File: src/assert_macros.svh
// ---------------------------------------------------------------------------
// Assertion macros shared by the RTL files. Each file that asserts has a
// clock named i_clk and a synchronous active-low reset named i_rst_n.
// ---------------------------------------------------------------------------
`ifndef ASSERT_MACROS_SVH
`define ASSERT_MACROS_SVH

// expression holds at every clock edge outside reset
`define ULF_ASSERT(lbl, expr, msg) \
    lbl: assert property (@(posedge i_clk) disable iff (!i_rst_n) (expr)) \
        else $error(msg);

// antecedent at one edge implies consequent at the next edge
`define ULF_ASSERT_NEXT(lbl, ante, cons, msg) \
    lbl: assert property (@(posedge i_clk) disable iff (!i_rst_n) \
        (ante) |=> (cons)) else $error(msg);

`endif

File: src/ulf_pkg.sv
// ---------------------------------------------------------------------------
// ulf_pkg
// Types, constants and lowercase/encode functions for the UTF-8 folder.
// ---------------------------------------------------------------------------
`default_nettype none

package ulf_pkg;

    localparam int CODE_W      = 21;
    localparam int QUEUE_DEPTH = 4;

    // encoded length codes (byte count minus one)
    localparam logic [1:0] LEN_1 = 2'd0;
    localparam logic [1:0] LEN_2 = 2'd1;
    localparam logic [1:0] LEN_3 = 2'd2;
    localparam logic [1:0] LEN_4 = 2'd3;

    localparam logic [CODE_W-1:0] CP_LAT_A   = 21'h41;
    localparam logic [CODE_W-1:0] CP_LAT_Z   = 21'h5A;
    localparam logic [CODE_W-1:0] CP_CYR_A   = 21'h410;
    localparam logic [CODE_W-1:0] CP_CYR_YA  = 21'h42F;
    localparam logic [CODE_W-1:0] CP_CYR_IO  = 21'h401;
    localparam logic [CODE_W-1:0] CP_CYR_YO  = 21'h451;
    localparam logic [CODE_W-1:0] CP_CYR_YE  = 21'h435;
    localparam logic [CODE_W-1:0] CP_CASE_OF = 21'h20;

    typedef struct packed {
        logic [7:0] in_byte;
        logic       end_of_string;
    } t_in;

    typedef struct packed {
        logic [7:0] out_byte;
        logic       run_last;
        logic       string_last;
    } t_out;

    // one finished code point handed from front to back
    typedef struct packed {
        logic [CODE_W-1:0] code;
        logic [1:0]        len;
        logic              eos;
    } t_ent;

    function automatic logic [CODE_W-1:0] lower_code(input logic [CODE_W-1:0] c,
                                                     input logic fold_yo);
        logic [CODE_W-1:0] r;
        r = c;
        if (c >= CP_LAT_A && c <= CP_LAT_Z) begin
            r = c + CP_CASE_OF;
        end else if (c >= CP_CYR_A && c <= CP_CYR_YA) begin
            r = c + CP_CASE_OF;
        end else if (c == CP_CYR_IO) begin
            r = CP_CYR_YO;
        end
        if (fold_yo && r == CP_CYR_YO) begin
            r = CP_CYR_YE;
        end
        return r;
    endfunction

    function automatic logic [1:0] enc_len(input logic [CODE_W-1:0] c);
        logic [1:0] l;
        if (c[CODE_W-1:7] == '0) begin
            l = LEN_1;
        end else if (c[CODE_W-1:11] == '0) begin
            l = LEN_2;
        end else if (c[CODE_W-1:16] == '0) begin
            l = LEN_3;
        end else begin
            l = LEN_4;
        end
        return l;
    endfunction

    function automatic logic [7:0] enc_byte(input logic [CODE_W-1:0] c,
                                            input logic [1:0] len,
                                            input logic [1:0] idx);
        logic [7:0] b;
        b = '0;
        unique case (len)
            LEN_1: b = {1'b0, c[6:0]};
            LEN_2: begin
                if (idx == 2'd0) b = {3'b110, c[10:6]};
                else             b = {2'b10, c[5:0]};
            end
            LEN_3: begin
                case (idx)
                    2'd0:    b = {4'b1110, c[15:12]};
                    2'd1:    b = {2'b10, c[11:6]};
                    default: b = {2'b10, c[5:0]};
                endcase
            end
            default: begin
                case (idx)
                    2'd0:    b = {5'b11110, c[20:18]};
                    2'd1:    b = {2'b10, c[17:12]};
                    2'd2:    b = {2'b10, c[11:6]};
                    default: b = {2'b10, c[5:0]};
                endcase
            end
        endcase
        return b;
    endfunction

endpackage

`default_nettype wire

File: src/utf8_lowercase_folder.sv
// ---------------------------------------------------------------------------
// utf8_lowercase_folder
// Lowercases a UTF-8 byte stream (Latin, Cyrillic, optional yo fold).
//
//   channel  direction  handshake                  payload
//   in       input      i_in_valid / o_in_ready    i_in_data  (t_in)
//   out      output     o_out_valid / i_out_ready  o_out_data (t_out)
//   cfg      input      i_cfg_valid / o_cfg_ready  i_cfg_data (fold_yo)
//
// One input byte per cycle unless the front stalls; one output byte per cycle
// from the output register unless the back stalls. A finished code point
// reaches the output register through the queue and the back's entry register.
// The front stalls only when the code point queue is full; the back stalls
// only on i_out_ready. Synchronous reset clears state; fold_yo resets to 1.
// ---------------------------------------------------------------------------
`default_nettype none

module utf8_lowercase_folder
    import ulf_pkg::*;
#(
    parameter int QDEPTH = QUEUE_DEPTH
) (
    input  logic i_clk,
    input  logic i_rst_n,
    input  logic i_in_valid,
    output logic o_in_ready,
    input  t_in  i_in_data,
    output logic o_out_valid,
    input  logic i_out_ready,
    output t_out o_out_data,
    input  logic i_cfg_valid,
    output logic o_cfg_ready,
    input  logic i_cfg_data
);

    logic r_fold_yo;
    logic push;
    t_ent push_ent;
    logic q_ready;
    logic q_valid;
    t_ent q_ent;
    logic pop;

    assign o_cfg_ready = 1'b1;

    always_ff @(posedge i_clk) begin
        if (!i_rst_n) begin
            r_fold_yo <= 1'b1;
        end else if (i_cfg_valid) begin
            r_fold_yo <= i_cfg_data;
        end
    end

    ulf_front u_front (
        .i_clk     (i_clk),
        .i_rst_n   (i_rst_n),
        .i_fold_yo (r_fold_yo),
        .i_valid   (i_in_valid),
        .i_data    (i_in_data),
        .o_ready   (o_in_ready),
        .o_push    (push),
        .o_ent     (push_ent),
        .i_q_ready (q_ready)
    );

    ulf_queue #(
        .DEPTH (QDEPTH)
    ) u_queue (
        .i_clk   (i_clk),
        .i_rst_n (i_rst_n),
        .i_push  (push),
        .i_ent   (push_ent),
        .o_ready (q_ready),
        .o_valid (q_valid),
        .o_ent   (q_ent),
        .i_pop   (pop)
    );

    ulf_back u_back (
        .i_clk     (i_clk),
        .i_rst_n   (i_rst_n),
        .i_q_valid (q_valid),
        .i_q_ent   (q_ent),
        .o_pop     (pop),
        .o_valid   (o_out_valid),
        .o_data    (o_out_data),
        .i_ready   (i_out_ready)
    );

endmodule

`default_nettype wire

File: src/ulf_queue.sv
// ---------------------------------------------------------------------------
// ulf_queue
// Small register FIFO of finished code points between front and back.
// ---------------------------------------------------------------------------
`default_nettype none
`include "assert_macros.svh"

module ulf_queue
    import ulf_pkg::*;
#(
    parameter int DEPTH = QUEUE_DEPTH
) (
    input  logic i_clk,
    input  logic i_rst_n,
    input  logic i_push,
    input  t_ent i_ent,
    output logic o_ready,
    output logic o_valid,
    output t_ent o_ent,
    input  logic i_pop
);

    localparam int PW = (DEPTH > 1) ? $clog2(DEPTH) : 1;
    localparam int CW = $clog2(DEPTH + 1);
    localparam logic [PW-1:0] PTR_LAST = PW'(DEPTH - 1);
    localparam logic [CW-1:0] CNT_FULL = CW'(DEPTH);

    t_ent          r_mem [DEPTH];
    logic [PW-1:0] r_wr;
    logic [PW-1:0] r_rd;
    logic [CW-1:0] r_cnt;
    logic          do_push;
    logic          do_pop;

    assign o_ready = (r_cnt != CNT_FULL);
    assign o_valid = (r_cnt != '0);
    assign o_ent   = r_mem[r_rd];
    assign do_push = i_push && o_ready;
    assign do_pop  = i_pop && o_valid;

    always_ff @(posedge i_clk) begin
        if (do_push) begin
            r_mem[r_wr] <= i_ent;
        end
    end

    always_ff @(posedge i_clk) begin
        if (!i_rst_n) begin
            r_wr  <= '0;
            r_rd  <= '0;
            r_cnt <= '0;
        end else begin
            if (do_push) begin
                r_wr <= (r_wr == PTR_LAST) ? '0 : r_wr + 1'b1;
            end
            if (do_pop) begin
                r_rd <= (r_rd == PTR_LAST) ? '0 : r_rd + 1'b1;
            end
            if (do_push && !do_pop) begin
                r_cnt <= r_cnt + 1'b1;
            end else if (do_pop && !do_push) begin
                r_cnt <= r_cnt - 1'b1;
            end
        end
    end

    `ULF_ASSERT(a_q_no_overflow, !(i_push && !o_ready), "push into full queue")
    `ULF_ASSERT(a_q_cnt_range, r_cnt <= CNT_FULL, "queue count out of range")

endmodule

`default_nettype wire

File: src/ulf_front.sv
// ---------------------------------------------------------------------------
// ulf_front
// Takes input bytes, gathers code points, lowercases finished ones and
// pushes them with their encoded length into the queue.
// ---------------------------------------------------------------------------
`default_nettype none
`include "assert_macros.svh"

module ulf_front
    import ulf_pkg::*;
(
    input  logic i_clk,
    input  logic i_rst_n,
    input  logic i_fold_yo,
    input  logic i_valid,
    input  t_in  i_data,
    output logic o_ready,
    output logic o_push,
    output t_ent o_ent,
    input  logic i_q_ready
);

    logic [CODE_W-1:0] r_code;
    logic [1:0]        r_pend;
    logic [CODE_W-1:0] n_code;
    logic [1:0]        n_pend;
    logic [CODE_W-1:0] low;
    logic              accept;
    logic              done;
    logic [7:0]        b;

    assign b       = i_data.in_byte;
    assign o_ready = i_q_ready;
    assign accept  = i_valid && o_ready;

    always_comb begin
        if (r_pend == 2'd0) begin
            if (!b[7]) begin
                n_code = {13'd0, b};
                n_pend = 2'd0;
            end else if (b[7:5] == 3'b110) begin
                n_code = {16'd0, b[4:0]};
                n_pend = 2'd1;
            end else if (b[7:4] == 4'b1110) begin
                n_code = {17'd0, b[3:0]};
                n_pend = 2'd2;
            end else begin
                // anything else, stray continuation bytes too, opens 4 bytes
                n_code = {18'd0, b[2:0]};
                n_pend = 2'd3;
            end
        end else begin
            n_code = {r_code[CODE_W-7:0], b[5:0]};
            n_pend = r_pend - 2'd1;
        end
    end

    assign done      = (n_pend == 2'd0) || i_data.end_of_string;
    assign low       = lower_code(n_code, i_fold_yo);
    assign o_push    = accept && done;
    assign o_ent.code = low;
    assign o_ent.len  = enc_len(low);
    assign o_ent.eos  = i_data.end_of_string;

    always_ff @(posedge i_clk) begin
        if (!i_rst_n) begin
            r_code <= '0;
            r_pend <= '0;
        end else if (accept) begin
            if (done) begin
                r_code <= '0;
                r_pend <= '0;
            end else begin
                r_code <= n_code;
                r_pend <= n_pend;
            end
        end
    end

    `ULF_ASSERT_NEXT(a_fr_clear, o_push, r_pend == 2'd0, "state not cleared after push")
    `ULF_ASSERT(a_fr_no_upper, !(o_push && o_ent.code >= CP_LAT_A && o_ent.code <= CP_LAT_Z),
        "uppercase Latin letter left in output")

endmodule

`default_nettype wire

File: src/ulf_back.sv
// ---------------------------------------------------------------------------
// ulf_back
// Pops code points from the queue and sends their UTF-8 bytes, one per
// cycle while i_ready allows, through an output register.
// ---------------------------------------------------------------------------
`default_nettype none
`include "assert_macros.svh"

module ulf_back
    import ulf_pkg::*;
(
    input  logic i_clk,
    input  logic i_rst_n,
    input  logic i_q_valid,
    input  t_ent i_q_ent,
    output logic o_pop,
    output logic o_valid,
    output t_out o_data,
    input  logic i_ready
);

    logic       r_act;
    t_ent       r_ent;
    logic [1:0] r_idx;
    logic       r_ovalid;
    t_out       r_out;
    logic       ld;
    logic       last;

    assign ld    = r_act && (!r_ovalid || i_ready);
    assign last  = (r_idx == r_ent.len);
    assign o_pop = i_q_valid && (!r_act || (ld && last));

    assign o_valid = r_ovalid;
    assign o_data  = r_out;

    always_ff @(posedge i_clk) begin
        if (!i_rst_n) begin
            r_act    <= 1'b0;
            r_ovalid <= 1'b0;
            r_idx    <= '0;
        end else begin
            if (o_pop) begin
                r_act <= 1'b1;
                r_idx <= '0;
            end else if (ld) begin
                if (last) r_act <= 1'b0;
                r_idx <= r_idx + 2'd1;
            end
            if (ld) begin
                r_ovalid <= 1'b1;
            end else if (i_ready) begin
                r_ovalid <= 1'b0;
            end
        end
    end

    always_ff @(posedge i_clk) begin
        if (o_pop) begin
            r_ent <= i_q_ent;
        end
        if (ld) begin
            r_out.out_byte    <= enc_byte(r_ent.code, r_ent.len, r_idx);
            r_out.run_last    <= last;
            r_out.string_last <= last && r_ent.eos;
        end
    end

    `ULF_ASSERT(a_bk_idx, !r_act || r_idx <= r_ent.len, "byte index past code length")
    `ULF_ASSERT(a_bk_last, !(r_ovalid && r_out.string_last && !r_out.run_last),
        "string end not on a code point end")

endmodule

`default_nettype wire

File: config.mk
export PLATFORM = sky130hd
export DESIGN_NAME = utf8_lowercase_folder
export DESIGN_NICKNAME = d
export VERILOG_FILES = /design/src/ulf_pkg.sv /design/src/utf8_lowercase_folder.sv /design/src/ulf_queue.sv /design/src/ulf_front.sv /design/src/ulf_back.sv
export VERILOG_INCLUDE_DIRS = /design/src /design/src/src
export SDC_FILE = /design/constraint.sdc
export NUM_CORES = 1
export LEC_CHECK = 0
export BUFFER_PORTS_ARGS = -buffer_cell sky130_fd_sc_hd__buf_4
export CAP_MARGIN = 20
export CORE_MARGIN = 10
export CORE_UTILIZATION = 35
export DETAILED_ROUTE_END_ITERATION = 12
export GPL_TIMING_DRIVEN = 0
export PLACE_DENSITY = 0.51
export SLEW_MARGIN = 15
export SYNTH_ARGS = -nofsm -noshare
export SYNTH_HDL_FRONTEND = slang
export SYNTH_SLANG_ARGS = --single-unit
File: constraint.sdc
create_clock -name i_clk -period 4.6 [get_ports i_clk]
set_input_delay 0.92 -clock i_clk [delete_from_list [all_inputs] [get_ports i_clk]]
set_output_delay 0.92 -clock i_clk [all_outputs]
set_load 0.01 [all_outputs]
Word level (Yosys, flattened, before mapping):

Memory sizes are Yosys's and may differ from the RTL's. A register that Yosys moved wholly into a read port is not among the register bits.
Cells that the tools add are included.

* register bits after elaboration: 39
* latch bits: 0
* RAM bits: 96
* ROM bits: 0
* input bits: 15
* output and inout bits: 13
* memories kept: 1

* add/sub/neg operators: 7
* multipliers: 0
* div/mod/pow operators: 0
* $lt $le $gt $ge: 4
* equal/unequal tests: 12
* shift operators: 0
* muxes and demuxes: 32
* bitwise gates (word level): 1
* reduce and logical (&&, ||, !) cells: 34

Memories
* u_queue.r_mem: depth 4, width 24, read ports 1, clocked after memory_dff 1, write ports 1, line ulf_queue.sv:28 `t_ent r_mem [DEPTH];`

Operator list (number)
* 2-to-1 mux 21 bit: 7
* == test 21 x 11 -> 1 bit, second input constant: 2
* one-hot mux 8 bit (3 select lines): 1
* adder 21 x 6 -> 21 bit, second input constant: 1
* >= comparator 21 x 11 -> 1 bit, second input constant: 1
* >= comparator 21 x 7 -> 1 bit, second input constant: 1
* <= comparator 21 x 11 -> 1 bit, second input constant: 1
* <= comparator 21 x 7 -> 1 bit, second input constant: 1
* one-hot mux 7 bit (3 select lines): 1
* 2-to-1 mux 2 bit: 8
* 2-to-1 mux 15 bit: 1
* zero test 14 bit: 1
* one-hot mux 7 bit (2 select lines): 1
* logical AND 1 bit: 13
* zero test 10 bit: 1
* 2-to-1 mux 1 bit: 9
* == test 2 bit, second input constant: 4
* zero test 2 bit: 4
* nonzero test 2 bit: 4
* 2-to-1 mux 7 bit: 1
* adder 2 x 1 -> 2 bit, second input constant: 3
* 2-to-1 mux 3 bit: 2
* zero test 5 bit: 1
* == test 2 x 1 -> 1 bit, second input constant: 2
* other kinds (14): 19

Depth between registers and ports, before layout:

* word-level depth: 16
* depth in mapped cells: 12
* gate-level depth less buffers: 11

Cells and area by module:

Synthesis repeated with hierarchy kept, for this count alone.

* cells, all modules: 514
* area, all modules: 7091.8 sq um

By module, submodules not included
* ulf_queue: times used 1, cells each 177, area each 3948.8 sq um
* ulf_back: times used 1, cells each 147, area each 1793.0 sq um
* ulf_front: times used 1, cells each 185, area each 1305.0 sq um
* utf8_lowercase_folder: times used 1, cells each 5, area each 45.0 sq um

Least setup slack after synthesis:

OpenSTA, ideal clock, no wires.

* path kind: input port to flip-flop
* start: input port i_in_data[8] (netlist bit)
* end: memory u_queue.r_mem[0][8] (netlist bit), data pin
* library setup time: 280 ps
* data arrival time: 3018 ps
* required time: 4320 ps
* path slack: 1302 ps
* stages: 10
* path buffers: 0
* cell sequence: or3b_1 -> nand2_1 -> inv_1 -> ha_1 -> a2111oi_1 -> o2111ai_4 -> nand3_2 -> a2111oi_4 -> a211oi_1 -> a31oi_1

RTL lines
* start, declared: line utf8_lowercase_folder.sv:27 `input t_in i_in_data,`
* end, declared: line ulf_queue.sv:28

==> flow_summary.toml <==
[outcome]
status = "complete, no violations"

[clocking]
postCtsHoldBufs = 0
cts_buffer_depth = 2
cts_inserted_buffers = 17
post_cts_buffers = 0
clk_pin_slew_ps = 60
clock-sinks = 159
cts_tree = "yes"
cts_max_level = 4
insertion_delay_ps = 420
postCtsResizedCells = 0
root_buffer = "clkbuf_16"

[layout]
diodes = 0
area_growth_pct = 16.2
layout_commonest_cell = "edfxtp_1"
layout_common_cells = "edfxtp_1, nand2_1, dfxtp_1"
drive_gt1_share_pct = 16.6
finalNetCount = 565

[global_route]
grt_overflow = 0
grt_max_degree = 26
grt_pass1_wl_microns = 24300
grtUsageTotal_pct = 12.0
antenna_found_initial = 0
grt_pass1_vias = 4342

[floorplanning]
fp.dieH_microns = 161
num_rows = 51
core_area_sq_mm = 0.0195
dieWidth_microns = 161
start_util_pct = 35.7
die-area_sq_mm = 0.0260
ios = 28

[timing]
slew_headroom_pct = 30.6
hold_viol = 0
period_needed_ps = 3580
finalMaxSlewViolations = 0
hold-worst-slack_ps = 482
fmax_ghz = 0.279
fin_tns_setup_ps = 0
period_share_pct = 77.8
skew_ps = 9.15
rsz0062_at_grt = "false"
finalSetupViolCount = 0
tightest_slew_ps = 1030

[yosys]
ys_warn_count = 0
synth.lib_cells_used.distinct = 62
syn-num-nets = 523
ys_ff_latch = 159
synth-async-reset-ratio_pct = 0
syn_area_sq_mm = 0.00697
synth_edf_count = 130
synth_sequential_area_ratio_pct = 64.3
syn_inst = 492
avgSynthCellArea_sq_um = 14.2
dominantRegCellSynth = "edfxtp_1"

[drt]
drt_iter0_drc = 215
ant_nets = 0
via_per_inst = 5.12
via_count = 4160
wire_per_inst_microns = 18.7
drt_pass1_iterations = 5
post-route-drc-count = 0
wirelength_microns = 15200

[hold_path]
min_path_type = "reg -> reg"

[pwr]
clkPwrFrac_pct = 31.4
sw_frac_of_total_pct = 28.8
power.internal_w = 0.00329
pwr-share-comb_pct = 24.4
power_density_mw_per_mm2 = 570
p_switching_w = 0.00133
pwr-share-seq_pct = 44.1
peakVddDrop_uv = 295
p_leak_nw = 2.83

[setup_path]
cp-start-kind = "primary input"
required_ps = 4810
arrival_ps = 3790
worstSetupPathType = "in -> reg"
path_max_fanout = 7
endpoint_kind = "flop"

[place]
port_buffers = 23
gp_congestion = 0.850
dp_hpwl_microns = 10500

[run]
cap_violations = 0
==> synth_stat cells (3+ instances only) <==
master,n,area (sq um)
mux4_2,24,541
clkbuf_1,21,78.8
a21boi_0,12,90.1
a22o_1,8,70.1
a22oi_1,10,75.1
and3_1,3,18.8
inv_1,16,60.1
a222oi_1,4,40.0
mux2i_1,7,70.1
edfxtp_1,130,3900
a21o_1,7,52.6
nor2_1,20,75.1
o21ai_0,16,80.1
a31oi_1,3,18.8
ha_1,15,188
nand4_1,4,25.0
nand2_1,41,154
o22ai_1,3,18.8
nor2b_1,16,100
buf_1,5,18.8
dfxtp_1,29,581
a21oi_1,11,55.1
xor2_1,3,26.3
nor3_1,9,45.0
nand3_1,9,45.0
and2_1,19,119
==> final timing paths <==
path / startpoint / to / slack (ps) / cells past startpoint
setup / recovery: i_in_data[8] / u_queue.r_mem[0][1]$_DFFE_PP_ / 1020 / 11
hold / removal: r_fold_yo$_SDFFE_PN1P_ / r_fold_yo$_SDFFE_PN1P_ / 480 / 2
setup reg to reg: u_front.r_pend[1]$_SDFFE_PN0P_ / u_queue.r_mem[0][1]$_DFFE_PP_ / 1310 / 10
hold reg to reg: r_fold_yo$_SDFFE_PN1P_ / r_fold_yo$_SDFFE_PN1P_ / 480 / 2
==> metrics by stage <==
stage | utilization (%) | setup WS [ps] | std cells | area [sq um] | power (W)
after global routing | 41.5 | 843 | 812 | 8100 | 0.00487
after global placement | 38.3 | 708 | 780 | 7470 | 0.00319
after detailed placement | 38.3 | 693 | 780 | 7480 | 0.00321
final | 41.5 | 1020 | 812 | 8100 | 0.00462
after floorplan | - | 1300 | 492 | 6970 | 0.00281
after CTS | 41.5 | 1080 | 812 | 8100 | 0.00467
==> flip-flops by register name (all words and copies together) (netlist names), 2 cells and up <==
signal	count
u_back.o_data	10
u_back.r_ent	24
u_back.r_idx	2
u_queue.r_rd	2
u_queue.r_wr	2
u_front.r_code	15
u_front.r_pend	2
u_queue.r_cnt	3
u_queue.r_mem	96
==> power by group through the flow <==
stage | Clock [W] | Sequential [W] | Combinational, W
finish | 0.00145 | 0.00204 | 0.00113
detailed placement | 0 | 0.00207 | 0.00114
floorplan | 0 | 0.00203 | 0.000784
global route | 0.00155 | 0.00206 | 0.00126
CTS | 0.00149 | 0.00204 | 0.00115
global placement | 0 | 0.00206 | 0.00113
==> cells by family (layout without fill, tap and decap cells) <==
group | Yosys count | count (layout) | share of synthesized area [%]
AO/OA/AOI/OAI | 97 | 97 | 10.5
flip-flops | 159 | 159 | 64.3
AND/OR/NAND/NOR | 138 | 138 | 10.2
multiplexers | 31 | 31 | 8.76
buffers and inverters | 45 | 100 | 2.51
adder cells (fa/ha/maj) | 16 | 16 | 2.98
XOR/XNOR | 5 | 5 | 0.628
other | 1 | 1 | 0.0538
==> final cells by class <==
cell class / count / area (sq um)
Inverter: 16 / 60.1
Multi-Input combinational cell: 288 / 2310
Clock inverter: 9 / 131
Tap cell: 265 / 332
Timing Repair Buffer: 23 / 173
Sequential cell: 159 / 4480
Fill cell: 1863 / 11400
Clock buffer: 23 / 488
Buffer: 29 / 115
==> worst max-delay path: stages <==
cell	delay (ps)
buf_4	130
or3b_1	430
nand2_1	240
inv_1	170
ha_1	230
a2111oi_1	650
o2111ai_4	250
o21ai_1	130
nand2_1	150
a21oi_1	180
a2bb2oi_1	310
==> routing by layer <==
layer	global-route usage, %	up-vias	part of all wire [%]
li1	-	1968	-
met1	14.8	2057	45
met2	19.3	104	48
met3	2.82	31	3.9
met4	6.33	0	3.3
met5	0	-	0
No activity file was read; power rests on OpenSTA's default activity.
